**config.mk**
```make
export PLATFORM = sky130hd
export DESIGN_NAME = upwind_face_interpolator
export DESIGN_NICKNAME = d
export VERILOG_FILES = /design/src/rtl/core/ufi_pkg.sv /design/src/rtl/core/ufi_front.sv /design/src/rtl/core/ufi_div60.sv /design/src/rtl/core/upwind_face_interpolator.sv
export SDC_FILE = /design/constraint.sdc
export NUM_CORES = 2
export LEC_CHECK = 0
export BUFFER_PORTS_ARGS = -buffer_cell sky130_fd_sc_hd__clkbuf_2
export CAP_MARGIN = 20
export CORE_MARGIN = 5
export CORE_UTILIZATION = 45
export DETAILED_ROUTE_END_ITERATION = 10
export GPL_TIMING_DRIVEN = 0
export PLACE_DENSITY = 0.61
export SLEW_MARGIN = 20
export SYNTH_ARGS = -nofsm -noshare
export SYNTH_HDL_FRONTEND = slang
export SYNTH_SLANG_ARGS = --single-unit
export TNS_END_PERCENT = 100
```
**constraint.sdc**
```tcl
create_clock -name clk -period 151.8 [get_ports clk]
set_input_delay 7.59 -clock clk [delete_from_list [all_inputs] [get_ports clk]]
set_output_delay 7.59 -clock clk [all_outputs]
set_load 0.01 [all_outputs]
```
**src/rtl/core/ufi_pkg.sv**
```systemverilog
package ufi_pkg;

	// Default data width of the cell values and the face value.
	localparam int DATA_WIDTH_DEF = 32;

	// Field widths fixed by the interface.
	localparam int ORDER_W = 3;
	localparam int SIGN_W  = 2;

	// Stencil weights are over a common denominator of sixty.
	localparam int COEF_W = 7;

	// Half of the denominator, added to the magnitude for round half away from zero.
	localparam int ROUND_HALF = 30;

	// After the divide by four, the remaining divisor is fifteen (sixteen minus one).
	localparam int QUO_DIV = 15;
	localparam int DIGIT_W = 4;

	// Interpolation order codes; codes below order three act as order two.
	localparam logic [ORDER_W-1:0] ORDER_RESET = 3'd2;
	localparam logic [ORDER_W-1:0] ORD_3       = 3'd3;
	localparam logic [ORDER_W-1:0] ORD_4       = 3'd4;
	localparam logic [ORDER_W-1:0] ORD_5       = 3'd5;
	localparam logic [ORDER_W-1:0] ORD_6       = 3'd6;
	localparam logic [ORDER_W-1:0] ORD_7       = 3'd7;

	// Upwind sign codes; both remaining codes mean a negative velocity.
	localparam logic [SIGN_W-1:0] SGN_ZERO = 2'b00;
	localparam logic [SIGN_W-1:0] SGN_POS  = 2'b01;

	// Weights applied to the nearest, middle and farthest pair sums.
	typedef struct packed {
		logic signed [COEF_W-1:0] c1;
		logic signed [COEF_W-1:0] c2;
		logic signed [COEF_W-1:0] c3;
	} coef_t;

	// Weights in sixtieths for each order and velocity sign.
	function automatic coef_t coef_f(input logic [ORDER_W-1:0] ord,
	                                 input logic [SIGN_W-1:0] sgn);
		coef_t c;
		logic  pos;
		logic  neg;
		pos = (sgn == SGN_POS);
		neg = (sgn != SGN_ZERO) && !pos;
		case (ord)
			ORD_3: begin
				c.c1 = pos ? COEF_W'(20)  : (neg ? COEF_W'(50)  : COEF_W'(35));
				c.c2 = pos ? COEF_W'(0)   : (neg ? COEF_W'(-10) : COEF_W'(-5));
				c.c3 = COEF_W'(0);
			end
			ORD_4: begin
				c.c1 = COEF_W'(35);
				c.c2 = COEF_W'(-5);
				c.c3 = COEF_W'(0);
			end
			ORD_5: begin
				c.c1 = pos ? COEF_W'(27) : (neg ? COEF_W'(47)  : COEF_W'(37));
				c.c2 = pos ? COEF_W'(-3) : (neg ? COEF_W'(-13) : COEF_W'(-8));
				c.c3 = pos ? COEF_W'(0)  : (neg ? COEF_W'(2)   : COEF_W'(1));
			end
			ORD_6, ORD_7: begin
				c.c1 = COEF_W'(37);
				c.c2 = COEF_W'(-8);
				c.c3 = COEF_W'(1);
			end
			default: begin
				c.c1 = COEF_W'(30);
				c.c2 = COEF_W'(0);
				c.c3 = COEF_W'(0);
			end
		endcase
		return c;
	endfunction

endpackage

```
**src/rtl/core/ufi_front.sv**
```systemverilog
module ufi_front import ufi_pkg::*; #(
	parameter int DW = DATA_WIDTH_DEF
) (
	input  logic                    clk,
	input  logic                    arst_n,
	input  logic                    en,
	input  logic                    in_vld,
	input  logic signed [DW-1:0]    cell_m3,
	input  logic signed [DW-1:0]    cell_m2,
	input  logic signed [DW-1:0]    cell_m1,
	input  logic signed [DW-1:0]    cell_p0,
	input  logic signed [DW-1:0]    cell_p1,
	input  logic signed [DW-1:0]    cell_p2,
	input  logic signed [DW-1:0]    bg_near,
	input  logic signed [DW-1:0]    bg_mid,
	input  logic signed [DW-1:0]    bg_far,
	input  logic [SIGN_W-1:0]       sign,
	input  logic [ORDER_W-1:0]      order,
	output logic                    out_vld,
	output logic [DW+6:0]           mag_q4,
	output logic                    neg
);

	// Pair sums need two guard bits; weighted sums stay below 2^(DW+7) in magnitude.
	localparam int SW  = DW + 2;
	localparam int PRW = DW + 9;

	logic signed [SW-1:0]  a1_s1, a2_s1, a3_s1;
	coef_t                 coef_s1;
	logic signed [PRW-1:0] p1_s2, p2_s2, p3_s2;
	logic signed [PRW-1:0] acc_s3;
	logic [PRW-3:0]        x_s4;
	logic                  neg_s4;
	logic                  vld_s1, vld_s2, vld_s3, vld_s4;
	logic [PRW-1:0]        rnd_mag;

	// Stage 1: symmetric pair sums less their background, and the weights.
	always_ff @(posedge clk) begin
		if (en) begin
			a1_s1   <= SW'(cell_m1) + SW'(cell_p0) - SW'(bg_near);
			a2_s1   <= SW'(cell_m2) + SW'(cell_p1) - SW'(bg_mid);
			a3_s1   <= SW'(cell_m3) + SW'(cell_p2) - SW'(bg_far);
			coef_s1 <= coef_f(order, sign);
		end
	end

	// Stage 2: one narrow multiply per pair.
	always_ff @(posedge clk) begin
		if (en) begin
			p1_s2 <= a1_s1 * $signed(coef_s1.c1);
			p2_s2 <= a2_s1 * $signed(coef_s1.c2);
			p3_s2 <= a3_s1 * $signed(coef_s1.c3);
		end
	end

	// Stage 3: numerator over sixty.
	always_ff @(posedge clk) begin
		if (en) begin
			acc_s3 <= p1_s2 + p2_s2 + p3_s2;
		end
	end

	// Magnitude plus half the divisor; for a negative sum ~acc + 31 equals 30 - acc.
	assign rnd_mag = acc_s3[PRW-1] ? (~acc_s3 + PRW'(ROUND_HALF + 1))
	                               : (acc_s3 + PRW'(ROUND_HALF));

	// Stage 4: the divide by four is exact on the floor, so drop two bits here.
	always_ff @(posedge clk) begin
		if (en) begin
			x_s4   <= rnd_mag[PRW-1:2];
			neg_s4 <= acc_s3[PRW-1];
		end
	end

	// Valid bits travel with the data.
	always_ff @(posedge clk or negedge arst_n) begin
		if (!arst_n) begin
			vld_s1 <= 1'b0;
			vld_s2 <= 1'b0;
			vld_s3 <= 1'b0;
			vld_s4 <= 1'b0;
		end else if (en) begin
			vld_s1 <= in_vld;
			vld_s2 <= vld_s1;
			vld_s3 <= vld_s2;
			vld_s4 <= vld_s3;
		end
	end

	assign out_vld = vld_s4;
	assign mag_q4  = x_s4;
	assign neg     = neg_s4;

endmodule

```
**src/rtl/core/ufi_div60.sv**
```systemverilog
module ufi_div60 import ufi_pkg::*; #(
	parameter int DW = DATA_WIDTH_DEF
) (
	input  logic                 clk,
	input  logic                 arst_n,
	input  logic                 en,
	input  logic                 in_vld,
	input  logic [DW+6:0]        mag_q4,
	input  logic                 neg,
	output logic                 out_vld,
	output logic signed [DW-1:0] face_value,
	output logic                 saturated
);

	// The dividend is floor((|num| + 30) / 4); the quotient by fifteen is formed as
	// x * (2^K - 1) / 15 / 2^K, where (2^K - 1) / 15 = 0x1111... is built by doubling
	// the run of ones in each step: y += y << 4, y += y << 8, and so on.
	localparam int XW   = DW + 7;
	localparam int NDIG = (XW + DIGIT_W - 1) / DIGIT_W;
	localparam int J    = $clog2(NDIG);
	localparam int K    = DIGIT_W << J;
	localparam int PW   = XW + K;

	localparam logic [XW-1:0] MIN_MAG = XW'(1) << (DW - 1);
	localparam logic [DW-1:0] POS_LIM = {1'b0, {(DW-1){1'b1}}};
	localparam logic [DW-1:0] NEG_LIM = {1'b1, {(DW-1){1'b0}}};

	logic [PW-1:0] prod_s [J];
	logic [XW-1:0] xv_s   [J];
	logic          neg_s  [J];
	logic          vld_s  [J];

	// Shift-add steps, one wide add each.
	for (genvar j = 0; j < J; j++) begin : g_step
		localparam int SH = DIGIT_W << j;
		logic [PW-1:0] src_prod;
		logic [XW-1:0] src_x;
		logic          src_neg;
		logic          src_vld;

		if (j == 0) begin : g_first
			assign src_prod = PW'(mag_q4);
			assign src_x    = mag_q4;
			assign src_neg  = neg;
			assign src_vld  = in_vld;
		end else begin : g_next
			assign src_prod = prod_s[j-1];
			assign src_x    = xv_s[j-1];
			assign src_neg  = neg_s[j-1];
			assign src_vld  = vld_s[j-1];
		end

		always_ff @(posedge clk) begin
			if (en) begin
				prod_s[j] <= src_prod + (src_prod << SH);
				xv_s[j]   <= src_x;
				neg_s[j]  <= src_neg;
			end
		end

		always_ff @(posedge clk or negedge arst_n) begin
			if (!arst_n) begin
				vld_s[j] <= 1'b0;
			end else if (en) begin
				vld_s[j] <= src_vld;
			end
		end
	end

	logic [XW-1:0] q_est;
	logic [4:0]    fq_lo;
	logic [4:0]    rem_lo;
	logic [XW-1:0] quo_s1;
	logic          neg_q1_s1;
	logic          vld_q1_s1;

	// The estimate is low by at most one, so the remainder is below thirty and
	// its low five bits are exact.
	assign q_est  = prod_s[J-1][K +: XW];
	assign fq_lo  = {q_est[0], 4'b0000} - q_est[4:0];
	assign rem_lo = xv_s[J-1][4:0] - fq_lo;

	// Quotient correction stage.
	always_ff @(posedge clk) begin
		if (en) begin
			quo_s1    <= q_est + XW'(rem_lo >= 5'(QUO_DIV));
			neg_q1_s1 <= neg_s[J-1];
		end
	end

	logic          hi_nz;
	logic          sat_c;
	logic [DW-1:0] val_c;
	logic [DW-1:0] face_value_s2;
	logic          sat_s2;
	logic          vld_q2_s2;

	// Saturate against the signed range; the negative side reaches one further.
	assign hi_nz = |quo_s1[XW-1:DW-1];
	assign sat_c = hi_nz && !(neg_q1_s1 && (quo_s1 == MIN_MAG));
	assign val_c = sat_c ? (neg_q1_s1 ? NEG_LIM : POS_LIM)
	                     : (neg_q1_s1 ? (DW'(0) - quo_s1[DW-1:0]) : quo_s1[DW-1:0]);

	// Output register.
	always_ff @(posedge clk) begin
		if (en) begin
			face_value_s2 <= val_c;
			sat_s2        <= sat_c;
		end
	end

	always_ff @(posedge clk or negedge arst_n) begin
		if (!arst_n) begin
			vld_q1_s1 <= 1'b0;
			vld_q2_s2 <= 1'b0;
		end else if (en) begin
			vld_q1_s1 <= vld_s[J-1];
			vld_q2_s2 <= vld_q1_s1;
		end
	end

	assign out_vld    = vld_q2_s2;
	assign face_value = $signed(face_value_s2);
	assign saturated  = sat_s2;

endmodule

```
**src/rtl/core/upwind_face_interpolator.sv**
```systemverilog
// Channel   Handshake                  Beat
// in        in_valid / in_stall        six cells, three backgrounds, upwind_sign
// out       out_valid / out_stall      face_value, saturated
// cfg       cfg_valid / cfg_ready      interp_order
//
// One beat is accepted every cycle while in_stall is low; the pipeline is made of
// four front stages, the shift-add steps of the divide by sixty, and two output stages.
// Reset clears the valid bits, the skid valid bit and the order register (to order two).
// A stalled result freezes the whole pipeline; one input beat accepted in that
// cycle is held in a skid register, so in_stall is a register output.
module upwind_face_interpolator import ufi_pkg::*; #(
	parameter int DATA_WIDTH = DATA_WIDTH_DEF
) (
	input  logic                         clk,
	input  logic                         arst_n,
	input  logic                         cfg_valid,
	output logic                         cfg_ready,
	input  logic [ORDER_W-1:0]           interp_order,
	input  logic                         in_valid,
	output logic                         in_stall,
	input  logic signed [DATA_WIDTH-1:0] cell_m3,
	input  logic signed [DATA_WIDTH-1:0] cell_m2,
	input  logic signed [DATA_WIDTH-1:0] cell_m1,
	input  logic signed [DATA_WIDTH-1:0] cell_p0,
	input  logic signed [DATA_WIDTH-1:0] cell_p1,
	input  logic signed [DATA_WIDTH-1:0] cell_p2,
	input  logic signed [DATA_WIDTH-1:0] bg_near,
	input  logic signed [DATA_WIDTH-1:0] bg_mid,
	input  logic signed [DATA_WIDTH-1:0] bg_far,
	input  logic signed [SIGN_W-1:0]     upwind_sign,
	output logic                         out_valid,
	input  logic                         out_stall,
	output logic signed [DATA_WIDTH-1:0] face_value,
	output logic                         saturated
);

	localparam int DW = DATA_WIDTH;

	localparam logic signed [DW-1:0] POS_LIM = {1'b0, {(DW-1){1'b1}}};
	localparam logic signed [DW-1:0] NEG_LIM = {1'b1, {(DW-1){1'b0}}};

	logic [ORDER_W-1:0] order_q;
	logic               en;

	// Order register; writes are always taken.
	assign cfg_ready = 1'b1;

	always_ff @(posedge clk or negedge arst_n) begin
		if (!arst_n) begin
			order_q <= ORDER_RESET;
		end else if (cfg_valid && cfg_ready) begin
			order_q <= interp_order;
		end
	end

	// The pipeline advances unless a finished result is held.
	assign en = !(out_valid && out_stall);

	logic                 skid_vld_q;
	logic signed [DW-1:0] sk_m3_q, sk_m2_q, sk_m1_q, sk_p0_q, sk_p1_q, sk_p2_q;
	logic signed [DW-1:0] sk_near_q, sk_mid_q, sk_far_q;
	logic [SIGN_W-1:0]    sk_sign_q;
	logic                 skid_load;

	assign in_stall  = skid_vld_q;
	assign skid_load = !skid_vld_q && in_valid && !en;

	// Skid register: catches the beat accepted while the pipeline is frozen.
	always_ff @(posedge clk or negedge arst_n) begin
		if (!arst_n) begin
			skid_vld_q <= 1'b0;
		end else if (skid_load) begin
			skid_vld_q <= 1'b1;
		end else if (en) begin
			skid_vld_q <= 1'b0;
		end
	end

	always_ff @(posedge clk) begin
		if (skid_load) begin
			sk_m3_q   <= cell_m3;
			sk_m2_q   <= cell_m2;
			sk_m1_q   <= cell_m1;
			sk_p0_q   <= cell_p0;
			sk_p1_q   <= cell_p1;
			sk_p2_q   <= cell_p2;
			sk_near_q <= bg_near;
			sk_mid_q  <= bg_mid;
			sk_far_q  <= bg_far;
			sk_sign_q <= upwind_sign;
		end
	end

	logic          fr_vld;
	logic [DW+6:0] mag_q4;
	logic          mag_neg;
	logic          fr_out_vld;

	assign fr_vld = skid_vld_q || in_valid;

	ufi_front #(.DW(DW)) u_front (
		.clk     (clk),
		.arst_n  (arst_n),
		.en      (en),
		.in_vld  (fr_vld),
		.cell_m3 (skid_vld_q ? sk_m3_q   : cell_m3),
		.cell_m2 (skid_vld_q ? sk_m2_q   : cell_m2),
		.cell_m1 (skid_vld_q ? sk_m1_q   : cell_m1),
		.cell_p0 (skid_vld_q ? sk_p0_q   : cell_p0),
		.cell_p1 (skid_vld_q ? sk_p1_q   : cell_p1),
		.cell_p2 (skid_vld_q ? sk_p2_q   : cell_p2),
		.bg_near (skid_vld_q ? sk_near_q : bg_near),
		.bg_mid  (skid_vld_q ? sk_mid_q  : bg_mid),
		.bg_far  (skid_vld_q ? sk_far_q  : bg_far),
		.sign    (skid_vld_q ? sk_sign_q : upwind_sign),
		.order   (order_q),
		.out_vld (fr_out_vld),
		.mag_q4  (mag_q4),
		.neg     (mag_neg)
	);

	ufi_div60 #(.DW(DW)) u_div (
		.clk        (clk),
		.arst_n     (arst_n),
		.en         (en),
		.in_vld     (fr_out_vld),
		.mag_q4     (mag_q4),
		.neg        (mag_neg),
		.out_vld    (out_valid),
		.face_value (face_value),
		.saturated  (saturated)
	);

	// A saturated result is always one of the two range limits.
	assert property (@(posedge clk) disable iff (!arst_n)
		out_valid && saturated |-> face_value == POS_LIM || face_value == NEG_LIM)
		else $error("saturated result is not a range limit");

	// The skid register drains as soon as the pipeline moves.
	assert property (@(posedge clk) disable iff (!arst_n)
		skid_vld_q && en |=> !skid_vld_q)
		else $error("skid register did not drain");

	// A beat accepted while the pipeline is frozen lands in the skid register.
	assert property (@(posedge clk) disable iff (!arst_n)
		in_valid && !in_stall && !en |=> skid_vld_q)
		else $error("beat accepted during a freeze was dropped");

endmodule
```
==> out/results.txt <==
The post-route clock period utilization is 0.0845, and the unique cell type count in the Yosys netlist is 87. The critical path is of the in -> reg type. For this run, the number of Yosys warnings is 0. The diode insertion count for antenna repair was 0; the clock latency at the later pin of the worst-skew pair was 0.72 ns. The CTS H-tree depth came out at 3. The met3 routed wirelength is 6.32 mm, and the detailed-route wire length is 162 mm.

The routed design could run at a clock period as short as 12.83 ns. When the netlist entered floorplanning its net count stood at 7561. The floorplan step defined a die boundary enclosing 0.162 mm2. Dividing the detail-routed wire length by the instance count gives 18.2 um. After global routing the overflow that remains totals 0.

The number of synthesized flops with an enable pin was 900; the max capacitance violation total was 0. For this run, the slowest stage of the critical path takes 0.58 ns. The cell repeated most along the worst path was buf_4. TritonCTS built the clock tree. The tools report the hold violation total from the final report as 0.

Average vias per placed instance: 5.29. The routed layout has 47100 vias. For this design, the sink count on the clock tree is 914.

The critical path contains buffers and inverters numbering 21 combined. From left edge to right edge, the die measures 403 um. The tools report the detailed-router iteration count before antenna repair as 5.

The die is 403 um tall. Row generation in the floorplan step produced 144 rows. The flow ran to the end, and the final reports show no timing, DRC or antenna violations. The maximum clock frequency came out at 0.0779 GHz.

The longest clock path from root to sink contains 3 buffers. The number of global-route vias before repair is 48400. The run gives 0.394 as the fraction of the yosys area taken by sequential cells.

The number of inserted filler cells in the final layout is 13800, and the worst clock skew is 0.0464 ns. In this run the remaining antenna-violating nets after routing total 0. The met2 wirelength from detailed routing came out at 77.5 mm. Routability-driven placement finished with a final weighted congestion of 0.913. The detailed-route DRC error count was 0; the post-synthesis cell count was 6291.

Summed over all failing endpoints, the final setup total negative slack is 0 ns. Broken down by cell family, the worst path's largest delay share belongs to buffers and inverters. For the worst setup path, the data required time is 152.22 ns. After synthesis, the mean cell area works out to 11.0 um2. For the global-route total usage across every layer, the log shows 0.199. After the first detailed-routing iteration, the DRC count stood at 2440. The top cell types in the final layout, fill and taps aside, are 900 x edfxtp_1, 665 x inv_1, 535 x ha_1, 437 x fa_1, 414 x and2_1. After detailed routing, the wire length on met1 is 72.6 mm. The area overhead of the layout relative to synthesis is 12.3%. The startpoint kind of the worst setup timing path is an input port. In the synthesized netlist the dominant register cell turns out to be edfxtp_1.

The logs give 105 for the number of clock buffers inserted by TritonCTS and 2 for the number of antenna violations at the first check in global routing. The region available for standard cell placement spans 0.154 mm2. Half-perimeter wire length of the detailed placement result: 131 mm. The post-synthesis register bit count is 914, and the number of endpoints failing setup at the final stage is 0.

Setup repair after global routing left no endpoint under its margin. The run gives 0.452 as the starting utilization of the core area. The slowest stage of the critical path is the nor3b_2 cell. The fraction of registers with async set/reset works out to 0.0153.

Buffers placed on the I/O ports in this run total 332. Traced cell by cell, the critical path runs through clkbuf_2 > nand2_1 > clkbuf_4 > buf_16 > nor3b_2 > buf_4 > buf_4 > buf_6 > buf_4 > buf_4 > buf_4 > buf_4 > buf_4 > buf_6 > buf_4 > buf_4 > buf_4 > buf_4 > buf_4 > buf_4 > buf_4 > buf_4 > buf_4. The logs give 0.261 for the remaining max-slew budget at the tightest pin and 261 mm for the global-route wire length before repair. The tools report the number of nets in the finished design as 8046.

In this run the clock root is driven by a clkbuf_16. Critical path arrival: 13.26 ns. The mapped netlist covers 0.0694 mm2.

The kind of end point of the critical path is a register. 334 I/O pins were placed. The highest layer touched by signal routing is met5. At the pin with the least slew margin, the transition time is 1.11 ns. Most common cell after layout, fill and taps aside: edfxtp_1.

The number of buffers inserted for hold repair after clock tree synthesis was 0. The min-delay analysis places its worst path in the category reg -> reg. The logs give 0 for the number of setup buffers added after CTS and 0 for the number of pins with negative max-slew slack in the final report.

The clock slew seen by the registers of the worst setup and hold paths works out to 0.06 ns. The run gives 0 as the number of instances resized during post-cts repair. The fraction of layout instances using a drive strength above 1 was 0.103; the largest driver fanout on the critical path was 52. The maximum number of pins on one net before global-route repair is 59.
-- routing by layer --
layer	track usage	vias to the layer above
met1	0.265	22700
met5	0	-
met3	0.0268	252
met4	0.0663	2
li1	-	23200
met2	0.337	965
-- path summary, 6_finish.rpt --
| check | startpoint | to | slack [ns] | cells past startpoint |
|---|---|---|---|---|
| min | u_div.neg_s[1]$_DFFE_PN_ | u_div.neg_s[2]$_DFFE_PN_ | 0.42 | 0 |
| min reg2reg | u_div.neg_s[1]$_DFFE_PN_ | u_div.neg_s[2]$_DFFE_PN_ | 0.42 | 0 |
| max | out_stall | sk_m1_q[5]$_DFFE_PP_ | 138.97 | 23 |
| max reg2reg | u_front.coef_s1[12]$_DFFE_PN_ | u_front.p2_s2[40]$_DFFE_PN_ | 143.75 | 22 |
| max in group asynchronous | arst_n | order_q[1]$_DFFE_PN1P_ | 144.70 | 1 |
| min in group asynchronous | arst_n | u_front.out_vld$_DFFE_PN0N_ | 6.78 | 1 |
-- area by class of cell --
class                           count  area, um2  share of cell area
Sequential cell                   914      27400               0.351
Tap cell                         2044       2560              0.0328
Timing Repair Buffer              378       2280              0.0292
Clock buffer                      124       2720              0.0349
Inverter                          666       2500              0.0321
Buffer                            160        637             0.00817
Multi-Input combinational cell   4551      38900               0.499
Clock inverter                     74        983              0.0126
-- state kept, by name (all words and copies together) (netlist names), 34 cells and up --
signal	cells
u_front.a1_s1	34
u_front.p1_s2	41
u_div.quo_s1	39
u_front.acc_s3	41
u_div.prod_s	198
u_front.a2_s1	34
u_front.mag_q4	39
u_front.p2_s2	41
u_front.a3_s1	34
u_front.p3_s2	41
-- synthesized netlist by cell type (all sizes together) (11+ instances only) --
library cell	instances	area share
clkbuf	142	0.0078
o211ai	17	0.0018
buf	18	0.0012
o31ai	19	0.0021
nand2	307	0.017
and4	15	0.0019
and2	415	0.037
nand4	68	0.0061
nor2b	50	0.0045
a211oi	38	0.0041
dfrtp	13	0.0047
xnor2	331	0.042
nor2	328	0.018
o21a	64	0.0069
o21ai	223	0.016
nand3	106	0.0076
ha	535	0.096
fa	437	0.13
a21o	241	0.026
a21oi	387	0.028
a311oi	11	0.0014
edfxtp	900	0.39
mux2i	188	0.027
a31oi	49	0.0044
o22ai	11	0.00099
a21boi	17	0.0018
a211o	19	0.0024
and3	57	0.0051
a31o	12	0.0015
nor4	15	0.0014
o22a	12	0.0015
nand2b	49	0.0044
inv	665	0.036
mux2	114	0.018
o21bai	44	0.0048
or3	28	0.0028
xor2	154	0.019
nor3	49	0.0037
-- logic make-up after synthesis --
| family | Yosys count | synth area share |
|---|---|---|
| other cells | 1 | 0.0000540 |
| compound gates | 1266 | 0.117 |
| xor+xnor | 485 | 0.0612 |
| mux | 302 | 0.0456 |
| fa+ha+maj | 972 | 0.222 |
| simple gates | 1525 | 0.114 |
| buf+inv | 826 | 0.0450 |
| flops | 914 | 0.394 |
-- per-stage QoR --
step,worst slack [ns],hold WS (ns),instance area (um2),util,std cells
after floorplan,37.38,0.400,69400,-,6291
after global placement,-71.49,0.401,73600,0.479,8667
after detailed placement,138.18,0.405,74300,0.483,8713
after CTS,138.97,0.419,78000,0.507,8911
after global routing,138.63,0.424,78000,0.507,8911
final,138.97,0.417,78000,0.507,8911
Power is not shown: default switching activity piles up to over one toggle a cycle in this logic, so the estimate is an artifact.
